## src/rtl/core/cal_pkg.sv

```systemverilog
package cal_pkg;

  localparam int MAX_ENTRIES = 64;
  localparam int DATA_WIDTH  = 8;
  localparam int IDX_W       = $clog2(MAX_ENTRIES);
  localparam int CNT_W       = $clog2(MAX_ENTRIES + 1);
  localparam int CAP_W       = 6;
  localparam int CMP_W       = CNT_W + CAP_W;
  localparam logic [CAP_W-1:0] CAP_RESET = CAP_W'(63);

  typedef enum logic [3:0] {
    OP_INSERT  = 4'd0,
    OP_REMOVE  = 4'd1,
    OP_REPLACE = 4'd2,
    OP_CLEAR   = 4'd3,
    OP_BEGIN   = 4'd4,
    OP_END     = 4'd5,
    OP_NEXT    = 4'd6,
    OP_PRIOR   = 4'd7,
    OP_READ    = 4'd8
  } op_t;

  typedef enum logic [1:0] {
    ST_OK    = 2'd0,
    ST_FULL  = 2'd1,
    ST_EMPTY = 2'd2,
    ST_BOUND = 2'd3
  } status_t;

  typedef struct packed {
    logic accept;
    logic shift_step;
    logic place;
    logic fetch;
    logic load_out;
  } cal_cmd_t;

  typedef struct packed {
    logic need_shift;
    logic need_place;
    logic shift_active;
    logic place_pending;
    logic out_free;
  } cal_stat_t;

endpackage

```

## src/rtl/core/cal_ram.sv

```systemverilog
module cal_ram #(
  parameter int WIDTH = 8,
  parameter int DEPTH = 64
) (
  input  logic                     clk,
  input  logic                     wr_en,
  input  logic [$clog2(DEPTH)-1:0] wr_addr,
  input  logic [WIDTH-1:0]         wr_data,
  input  logic                     rd_en,
  input  logic [$clog2(DEPTH)-1:0] rd_addr,
  output logic [WIDTH-1:0]         rd_data
);

  logic [WIDTH-1:0] mem [DEPTH];

  always_ff @(posedge clk) begin
    if (wr_en) begin
      mem[wr_addr] <= wr_data;
    end
    if (rd_en) begin
      rd_data <= mem[rd_addr];
    end
  end

endmodule

```

## src/rtl/core/cal_datapath.sv

```systemverilog
module cal_datapath
  import cal_pkg::*;
(
  input  logic                    clk,
  input  logic                    rst,
  input  logic [3:0]              op,
  input  logic [7:0]              item,
  input  logic                    cfg_we,
  input  logic [CAP_W-1:0]        cfg_data,
  input  cal_cmd_t                cmd,
  output cal_stat_t               stat,
  output logic                    out_valid,
  input  logic                    out_stall,
  output logic [1:0]              status,
  output logic signed [6:0]       cursor_position,
  output logic [7:0]              read_value,
  output logic [5:0]              entry_count,
  output logic                    is_full,
  output logic                    is_empty
);

  logic [CAP_W-1:0]      capacity;
  logic [CNT_W-1:0]      total;
  logic [IDX_W-1:0]      cursor;
  logic [IDX_W-1:0]      src;
  logic [IDX_W-1:0]      src_end;
  logic                  shift_up;
  logic                  rd_active;
  logic                  wr_valid;
  logic [IDX_W-1:0]      wr_addr;
  logic                  place_pending;
  logic [IDX_W-1:0]      place_addr;
  logic [DATA_WIDTH-1:0] place_item;
  status_t               res_status;

  logic                  full;
  logic                  empty;
  logic                  at_last;
  logic [CNT_W-1:0]      total_m1;
  status_t               st_next;
  logic [CNT_W-1:0]      total_next;
  logic [IDX_W-1:0]      cursor_next;
  logic                  need_shift;
  logic                  need_place;
  logic                  up_next;
  logic [IDX_W-1:0]      start_next;
  logic [IDX_W-1:0]      end_next;
  logic [IDX_W-1:0]      paddr_next;

  logic                  ram_we;
  logic [IDX_W-1:0]      ram_waddr;
  logic [DATA_WIDTH-1:0] ram_wdata;
  logic                  ram_re;
  logic [IDX_W-1:0]      ram_raddr;
  logic [DATA_WIDTH-1:0] ram_rdata;

  assign empty    = (total == '0);
  assign full     = (total == CNT_W'(MAX_ENTRIES)) || (CMP_W'(total) >= CMP_W'(capacity));
  assign total_m1 = total - CNT_W'(1);
  assign at_last  = (CNT_W'(cursor) == total_m1);

  always_comb begin
    st_next     = ST_OK;
    total_next  = total;
    cursor_next = cursor;
    need_shift  = 1'b0;
    need_place  = 1'b0;
    up_next     = 1'b1;
    start_next  = src;
    end_next    = src_end;
    paddr_next  = cursor;
    unique case (op_t'(op))
      OP_INSERT: begin
        if (full) begin
          st_next = ST_FULL;
        end else if (empty || at_last) begin
          need_place  = 1'b1;
          paddr_next  = IDX_W'(total);
          cursor_next = IDX_W'(total);
          total_next  = total + CNT_W'(1);
        end else begin
          need_shift = 1'b1;
          need_place = 1'b1;
          start_next = IDX_W'(total_m1);
          end_next   = cursor;
          total_next = total + CNT_W'(1);
        end
      end
      OP_REMOVE: begin
        if (empty) begin
          st_next = ST_EMPTY;
        end else begin
          need_shift = (CNT_W'(cursor) + CNT_W'(1)) < total;
          up_next    = 1'b0;
          start_next = cursor + IDX_W'(1);
          end_next   = IDX_W'(total_m1);
          total_next = total_m1;
          if (total_m1 == '0) begin
            cursor_next = '0;
          end else if (CNT_W'(cursor) >= total_m1) begin
            cursor_next = IDX_W'(total_m1 - CNT_W'(1));
          end
        end
      end
      OP_REPLACE: begin
        if (empty) begin
          st_next = ST_EMPTY;
        end else begin
          need_place = 1'b1;
        end
      end
      OP_CLEAR: begin
        total_next  = '0;
        cursor_next = '0;
      end
      OP_BEGIN: begin
        if (empty) begin
          st_next = ST_EMPTY;
        end else begin
          cursor_next = '0;
        end
      end
      OP_END: begin
        if (empty) begin
          st_next = ST_EMPTY;
        end else begin
          cursor_next = IDX_W'(total_m1);
        end
      end
      OP_NEXT: begin
        if (empty) begin
          st_next = ST_EMPTY;
        end else if ((CNT_W'(cursor) + CNT_W'(1)) >= total) begin
          st_next = ST_BOUND;
        end else begin
          cursor_next = cursor + IDX_W'(1);
        end
      end
      OP_PRIOR: begin
        if (empty) begin
          st_next = ST_EMPTY;
        end else if (cursor == '0) begin
          st_next = ST_BOUND;
        end else begin
          cursor_next = cursor - IDX_W'(1);
        end
      end
      OP_READ: begin
        if (empty) begin
          st_next = ST_EMPTY;
        end
      end
      default: begin
      end
    endcase
  end

  always_ff @(posedge clk) begin
    if (rst) begin
      capacity      <= CAP_RESET;
      total         <= '0;
      cursor        <= '0;
      rd_active     <= 1'b0;
      wr_valid      <= 1'b0;
      place_pending <= 1'b0;
      out_valid     <= 1'b0;
    end else begin
      if (cfg_we) begin
        capacity <= cfg_data;
      end
      if (cmd.accept) begin
        rd_active     <= need_shift;
        wr_valid      <= 1'b0;
        src           <= start_next;
        src_end       <= end_next;
        shift_up      <= up_next;
        place_pending <= need_place;
        place_addr    <= paddr_next;
        place_item    <= DATA_WIDTH'(item);
        res_status    <= st_next;
        total         <= total_next;
        cursor        <= cursor_next;
      end
      if (cmd.shift_step) begin
        rd_active <= rd_active && (src != src_end);
        wr_valid  <= rd_active;
        wr_addr   <= shift_up ? src + IDX_W'(1) : src - IDX_W'(1);
        src       <= shift_up ? src - IDX_W'(1) : src + IDX_W'(1);
      end
      if (cmd.place) begin
        place_pending <= 1'b0;
      end
      if (cmd.load_out) begin
        out_valid       <= 1'b1;
        status          <= res_status;
        cursor_position <= empty ? '1 : 7'(cursor);
        read_value      <= empty ? '0 : 8'(ram_rdata);
        entry_count     <= 6'(total);
        is_full         <= full;
        is_empty        <= empty;
      end else if (out_valid && !out_stall) begin
        out_valid <= 1'b0;
      end
    end
  end

  assign ram_we    = (cmd.shift_step && wr_valid) || cmd.place;
  assign ram_waddr = cmd.place ? place_addr : wr_addr;
  assign ram_wdata = cmd.place ? place_item : ram_rdata;
  assign ram_re    = (cmd.shift_step && rd_active) || cmd.fetch;
  assign ram_raddr = cmd.fetch ? cursor : src;

  cal_ram #(
    .WIDTH(DATA_WIDTH),
    .DEPTH(MAX_ENTRIES)
  ) u_store (
    .clk    (clk),
    .wr_en  (ram_we),
    .wr_addr(ram_waddr),
    .wr_data(ram_wdata),
    .rd_en  (ram_re),
    .rd_addr(ram_raddr),
    .rd_data(ram_rdata)
  );

  assign stat.need_shift    = need_shift;
  assign stat.need_place    = need_place;
  assign stat.shift_active  = rd_active;
  assign stat.place_pending = place_pending;
  assign stat.out_free      = !out_valid || !out_stall;

endmodule

```

## src/rtl/core/cal_ctrl.sv

```systemverilog
module cal_ctrl
  import cal_pkg::*;
(
  input  logic      clk,
  input  logic      rst,
  input  logic      in_valid,
  output logic      in_stall,
  input  cal_stat_t stat,
  output cal_cmd_t  cmd
);

  typedef enum logic [2:0] {
    S_IDLE,
    S_SHIFT,
    S_PLACE,
    S_FETCH,
    S_DONE
  } state_t;

  state_t state;
  state_t state_next;

  always_comb begin
    cmd        = '0;
    state_next = state;
    unique case (state)
      S_IDLE: begin
        if (in_valid && !in_stall) begin
          cmd.accept = 1'b1;
          if (stat.need_shift) begin
            state_next = S_SHIFT;
          end else if (stat.need_place) begin
            state_next = S_PLACE;
          end else begin
            state_next = S_FETCH;
          end
        end
      end
      S_SHIFT: begin
        cmd.shift_step = 1'b1;
        if (!stat.shift_active) begin
          state_next = stat.place_pending ? S_PLACE : S_FETCH;
        end
      end
      S_PLACE: begin
        cmd.place  = 1'b1;
        state_next = S_FETCH;
      end
      S_FETCH: begin
        cmd.fetch  = 1'b1;
        state_next = S_DONE;
      end
      S_DONE: begin
        if (stat.out_free) begin
          cmd.load_out = 1'b1;
          state_next   = S_IDLE;
        end
      end
      default: begin
        state_next = S_IDLE;
      end
    endcase
  end

  always_ff @(posedge clk) begin
    if (rst) begin
      state    <= S_IDLE;
      in_stall <= 1'b0;
    end else begin
      state    <= state_next;
      in_stall <= (state_next != S_IDLE);
    end
  end

endmodule

```

## src/rtl/core/cursor_array_list_core.sv

```systemverilog
// Channel  Direction  Handshake              Payload
// in       input      in_valid / in_stall    op, item
// out      output     out_valid / out_stall  status, cursor_position, read_value,
//                                            entry_count, is_full, is_empty
// cfg      input      cfg_valid / cfg_ready  cfg_data (list capacity)
//
// Each command is accepted, then fetches the cursor entry and loads the output; an entry
// write (insert, replace) adds a place step. Entry moves (insert in the middle, remove
// before the end) go one entry a cycle through the single-write, single-read entry RAM.
// Reset (rst, synchronous) empties the list and sets the capacity to 63; no clearing pass.
// A stalled result holds in the output register; the next command is taken meanwhile
// and waits only at its own output load.
module cursor_array_list_core
  import cal_pkg::*;
(
  input  logic              clk,
  input  logic              rst,
  input  logic              in_valid,
  output logic              in_stall,
  input  logic [3:0]        op,
  input  logic [7:0]        item,
  output logic              out_valid,
  input  logic              out_stall,
  output logic [1:0]        status,
  output logic signed [6:0] cursor_position,
  output logic [7:0]        read_value,
  output logic [5:0]        entry_count,
  output logic              is_full,
  output logic              is_empty,
  input  logic              cfg_valid,
  output logic              cfg_ready,
  input  logic [5:0]        cfg_data
);

  cal_cmd_t  cmd;
  cal_stat_t stat;

  assign cfg_ready = 1'b1;

  cal_ctrl u_ctrl (
    .clk     (clk),
    .rst     (rst),
    .in_valid(in_valid),
    .in_stall(in_stall),
    .stat    (stat),
    .cmd     (cmd)
  );

  cal_datapath u_dp (
    .clk            (clk),
    .rst            (rst),
    .op             (op),
    .item           (item),
    .cfg_we         (cfg_valid && cfg_ready),
    .cfg_data       (cfg_data),
    .cmd            (cmd),
    .stat           (stat),
    .out_valid      (out_valid),
    .out_stall      (out_stall),
    .status         (status),
    .cursor_position(cursor_position),
    .read_value     (read_value),
    .entry_count    (entry_count),
    .is_full        (is_full),
    .is_empty       (is_empty)
  );

  a_one_at_a_time: assert property (@(posedge clk) disable iff (rst)
    in_valid && !in_stall |=> in_stall)
    else $error("command taken while another is in progress");

  a_empty_result: assert property (@(posedge clk) disable iff (rst)
    out_valid && is_empty |-> (read_value == 8'd0) && (cursor_position == -7'sd1)
                              && (entry_count == 6'd0))
    else $error("empty list result is inconsistent");

  a_cursor_in_range: assert property (@(posedge clk) disable iff (rst)
    out_valid && !is_empty |-> !cursor_position[6] && (cursor_position[5:0] < entry_count))
    else $error("cursor outside the list");

  a_full_status: assert property (@(posedge clk) disable iff (rst)
    out_valid && (status == ST_FULL) |-> is_full)
    else $error("full status on a list that is not full");

endmodule
```

## config.mk

```make
export PLATFORM = sky130hd
export DESIGN_NAME = cursor_array_list_core
export DESIGN_NICKNAME = d
export VERILOG_FILES = /design/src/rtl/core/cal_pkg.sv /design/src/rtl/core/cal_ram.sv /design/src/rtl/core/cal_datapath.sv /design/src/rtl/core/cal_ctrl.sv /design/src/rtl/core/cursor_array_list_core.sv
export SDC_FILE = /design/constraint.sdc
export NUM_CORES = 1
export LEC_CHECK = 0
export BUFFER_PORTS_ARGS = -buffer_cell sky130_fd_sc_hd__buf_2
export CORE_MARGIN = 2
export CORE_UTILIZATION = 50
export CTS_CLUSTER_SIZE = 30
export DETAILED_ROUTE_END_ITERATION = 12
export GPL_TIMING_DRIVEN = 1
export PLACE_DENSITY_LB_ADDON = 0.08
export SETUP_SLACK_MARGIN = 0.4
export SLEW_MARGIN = 20
export SYNTH_ARGS = -nofsm -noshare
export SYNTH_HDL_FRONTEND = slang
export SYNTH_HIERARCHICAL = 1
export SYNTH_SLANG_ARGS = --single-unit
```

## constraint.sdc

```tcl
create_clock -name clk -period 9.4 [get_ports clk]
set_clock_uncertainty 0.1 [all_clocks]
set_input_delay 0.47 -clock clk [delete_from_list [all_inputs] [get_ports clk]]
set_output_delay 0.47 -clock clk [all_outputs]
set_load 0.05 [all_outputs]
```

==> results.ini <==
[run_status]
status=finished, final reports clean

[critical_path]
cp_data_arrival_time_ns=5.29
worstSetupPathType=flop to flop
startpoint_type=flop
reg2reg_depth=11
cp_max_fo=23
required_ns=9.67
regToRegSetupSlack_ns=4.38
r2r_start=u_dp/total[0]
worstSetupEndpointType=flop
regToRegEndpoint=u_dp/place_addr[2]
startpoint=u_dp/total[0]

[synth]
syn_area_um2=25980
async_flop_share_pct=0
ys.flop_type=edfxtp_1
synthTopCellsByCount=edfxtp_1, mux4_2, nor2_1, nand2_1, clkbuf_1
syn_avg_cell_area_um2=16.75
synth.most_common_cell=edfxtp_1
syn_nets=1599
seq_area_frac_synth_pct=69.00
yosysTopAreaCell=edfxtp_1
synth_top_area_share_pct=66.92
yosysWarningCount=6
synth_edf_count=579
netlist_instances=1551
synth-seq-cells=606
yosysUniqueCellTypes=87
synth_area_leaders=edfxtp_1, mux4_2, dfxtp_1, nor2_1, mux2_2

[cts]
cts.sink_count=606
root_buffer=clkbuf_16
post_cts_buffers=0
cts_buffer_depth=3
cts-resized-gates=0
cts_buffers=61
htreeDepth=2
insertion_delay_ns=0.63
postCtsHoldBufs=15
cts_tree=done
clk_pin_slew_ns=0.06

[global_route]
grt_first_pass_wirelength_mm=94.04
antenna_found_initial=1
grt_pass1_vias=14210
grt_max_degree=65
grtUsageTotal_pct=23.92
grt-ovfl-total=0

[cells_and_area]
design_area_um2=28810
fin_util_pct=56.15
area_delta_synth_final_pct=10.88
layout-drive-gt1-share_pct=20.77
fin_cells=2323
fin_nets=1642

[timing]
min_period_ns=5.021
rsz0062_at_grt=no
finalCritPeriodShare_pct=53.42
holdWs_ns=0.1185
slew_violations=0
report.final.setup_viol=0
tns_ns=0
worstMarginPinSlew_ns=1.122
slew_headroom_pct=24.95
final_hold_viol_count=0
fmax_mhz=199.2

[drt]
wl_met3_mm=4.195
finalWirelength_mm=63.50
vias=14490
met1_length_mm=28.54
drt-initial-drc-count=1524
wl_per_cell_um=27.33
top_layer_used=met4
post_drt_via_cell_ratio=6.236
drcViolationCount=0
ant_nets=0
dr.pass1.iters=5
wl_met2_mm=29.45

[hold_path]
min_to=u_dp/capacity[5]
hold_path_class=input port to flop
hold_depth=2
min_from=cfg_valid

[floorplanning]
row_count=83
die-area_um2=53800
core-area_um2=51300
io_pins=51
die_x_um=232.0
die_y_um=232.0
start_util_pct=50.64

[run]
drv_cap=0

[placed_design]
place.gp.congestion=0.8554
io_buffers=49
place_area_um2=26710
place_inst=2196
place_hpwl_mm=39.85

[power_and_ir_drop]
leakage_uw=0.009413
power_density_nw_per_um2=247.8
ir_drop_v=0.0001552

[logic make-up (layout without fill, tap and decap cells)]
logic type / Yosys count / count (layout) / share of synthesized area [%]
multiplexers: 195 / 195 / 13.77
AND/OR/NAND/NOR: 348 / 348 / 6.660
buffers and inverters: 133 / 224 / 2.557
other: 1 / 2 / 0.01443
XOR/XNOR: 31 / 31 / 1.045
AO/OA/AOI/OAI: 212 / 212 / 5.745
adder cells (fa/ha/maj): 25 / 25 / 1.204
flip-flops: 606 / 606 / 69.00
[layout by cell type, fill, tap and decap left out, types with 28 or more instances in the layout]
cell type / Yosys / layout
o21ai_0: 40 / 38
buf_2: 16 / 49
nand2_1: 71 / 71
edfxtp_1: 579 / 579
mux2i_1: 35 / 35
nand3_1: 28 / 28
mux2_2: 32 / 30
a21oi_1: 38 / 38
mux4_2: 126 / 126
clkbuf_16: 0 / 62
nor2_1: 111 / 110
[worst max path at each step]
stage | end | depth (start not counted)
after floorplan | u_dp/place_addr[2] | 15
after global placement | u_dp/place_addr[2] | 11
after detailed placement | u_dp/place_addr[5] | 11
after CTS | u_dp/place_addr[5] | 11
after global routing | u_dp/place_addr[5] | 11
final | u_dp/place_addr[2] | 11
[registers in the layout (all words and copies together), names as in the netlist, 7 cells and up]
| name | cells |
|---|---|
| u_dp/u_store/rd_data | 8 |
| u_dp/u_store/mem | 512 |
| u_dp/cursor_position | 7 |
| u_dp/read_value | 8 |
| u_dp/total | 7 |
| u_dp/place_item | 8 |
[stage by stage]
step	worst slack, ns	power, uW
5_1_grt	4.144	7397
3_3_place_gp	4.526	4816
6_report	4.379	7137
4_1_cts	4.438	7200
2_1_floorplan	5.154	4360
3_5_place_dp	4.459	4843
[critical path, stage by stage, from the launching register on]
cell	delay [ns]
dfxtp_1	0.87
inv_1	0.39
ha_1	0.51
xor2_1	0.38
inv_1	0.16
ha_1	0.31
nand3_1	0.09
a2111oi_2	0.40
o31ai_2	0.23
a21o_1	0.30
or4_1	0.64
mux2_4	0.38
[per-layer routing]
layer  up-vias  GRT usage (%)
li1       6261              -
met1      7591          35.88
met2       540          36.94
met3        95          3.573
met4         0          6.270
met5         -              0
[where the power goes]
group          internal, uW  leakage [uW]  switching (uW)
clock                  1350      0.000957            1010
combinational           500       0.00302             954
sequential             3280       0.00544            49.8
[area by class of cell]
class                      count  area, um2
timing repair buffer          85      553.0
antenna                        1      2.502
clock buffer                  73       1603
inverter                      28      105.1
clock inverter                38      339.1
sequential                   606      17930
multi-input combinational    812       7427
tap                          680      850.8
fill                        4045      22490
Power figures use the tool's default switching activity.
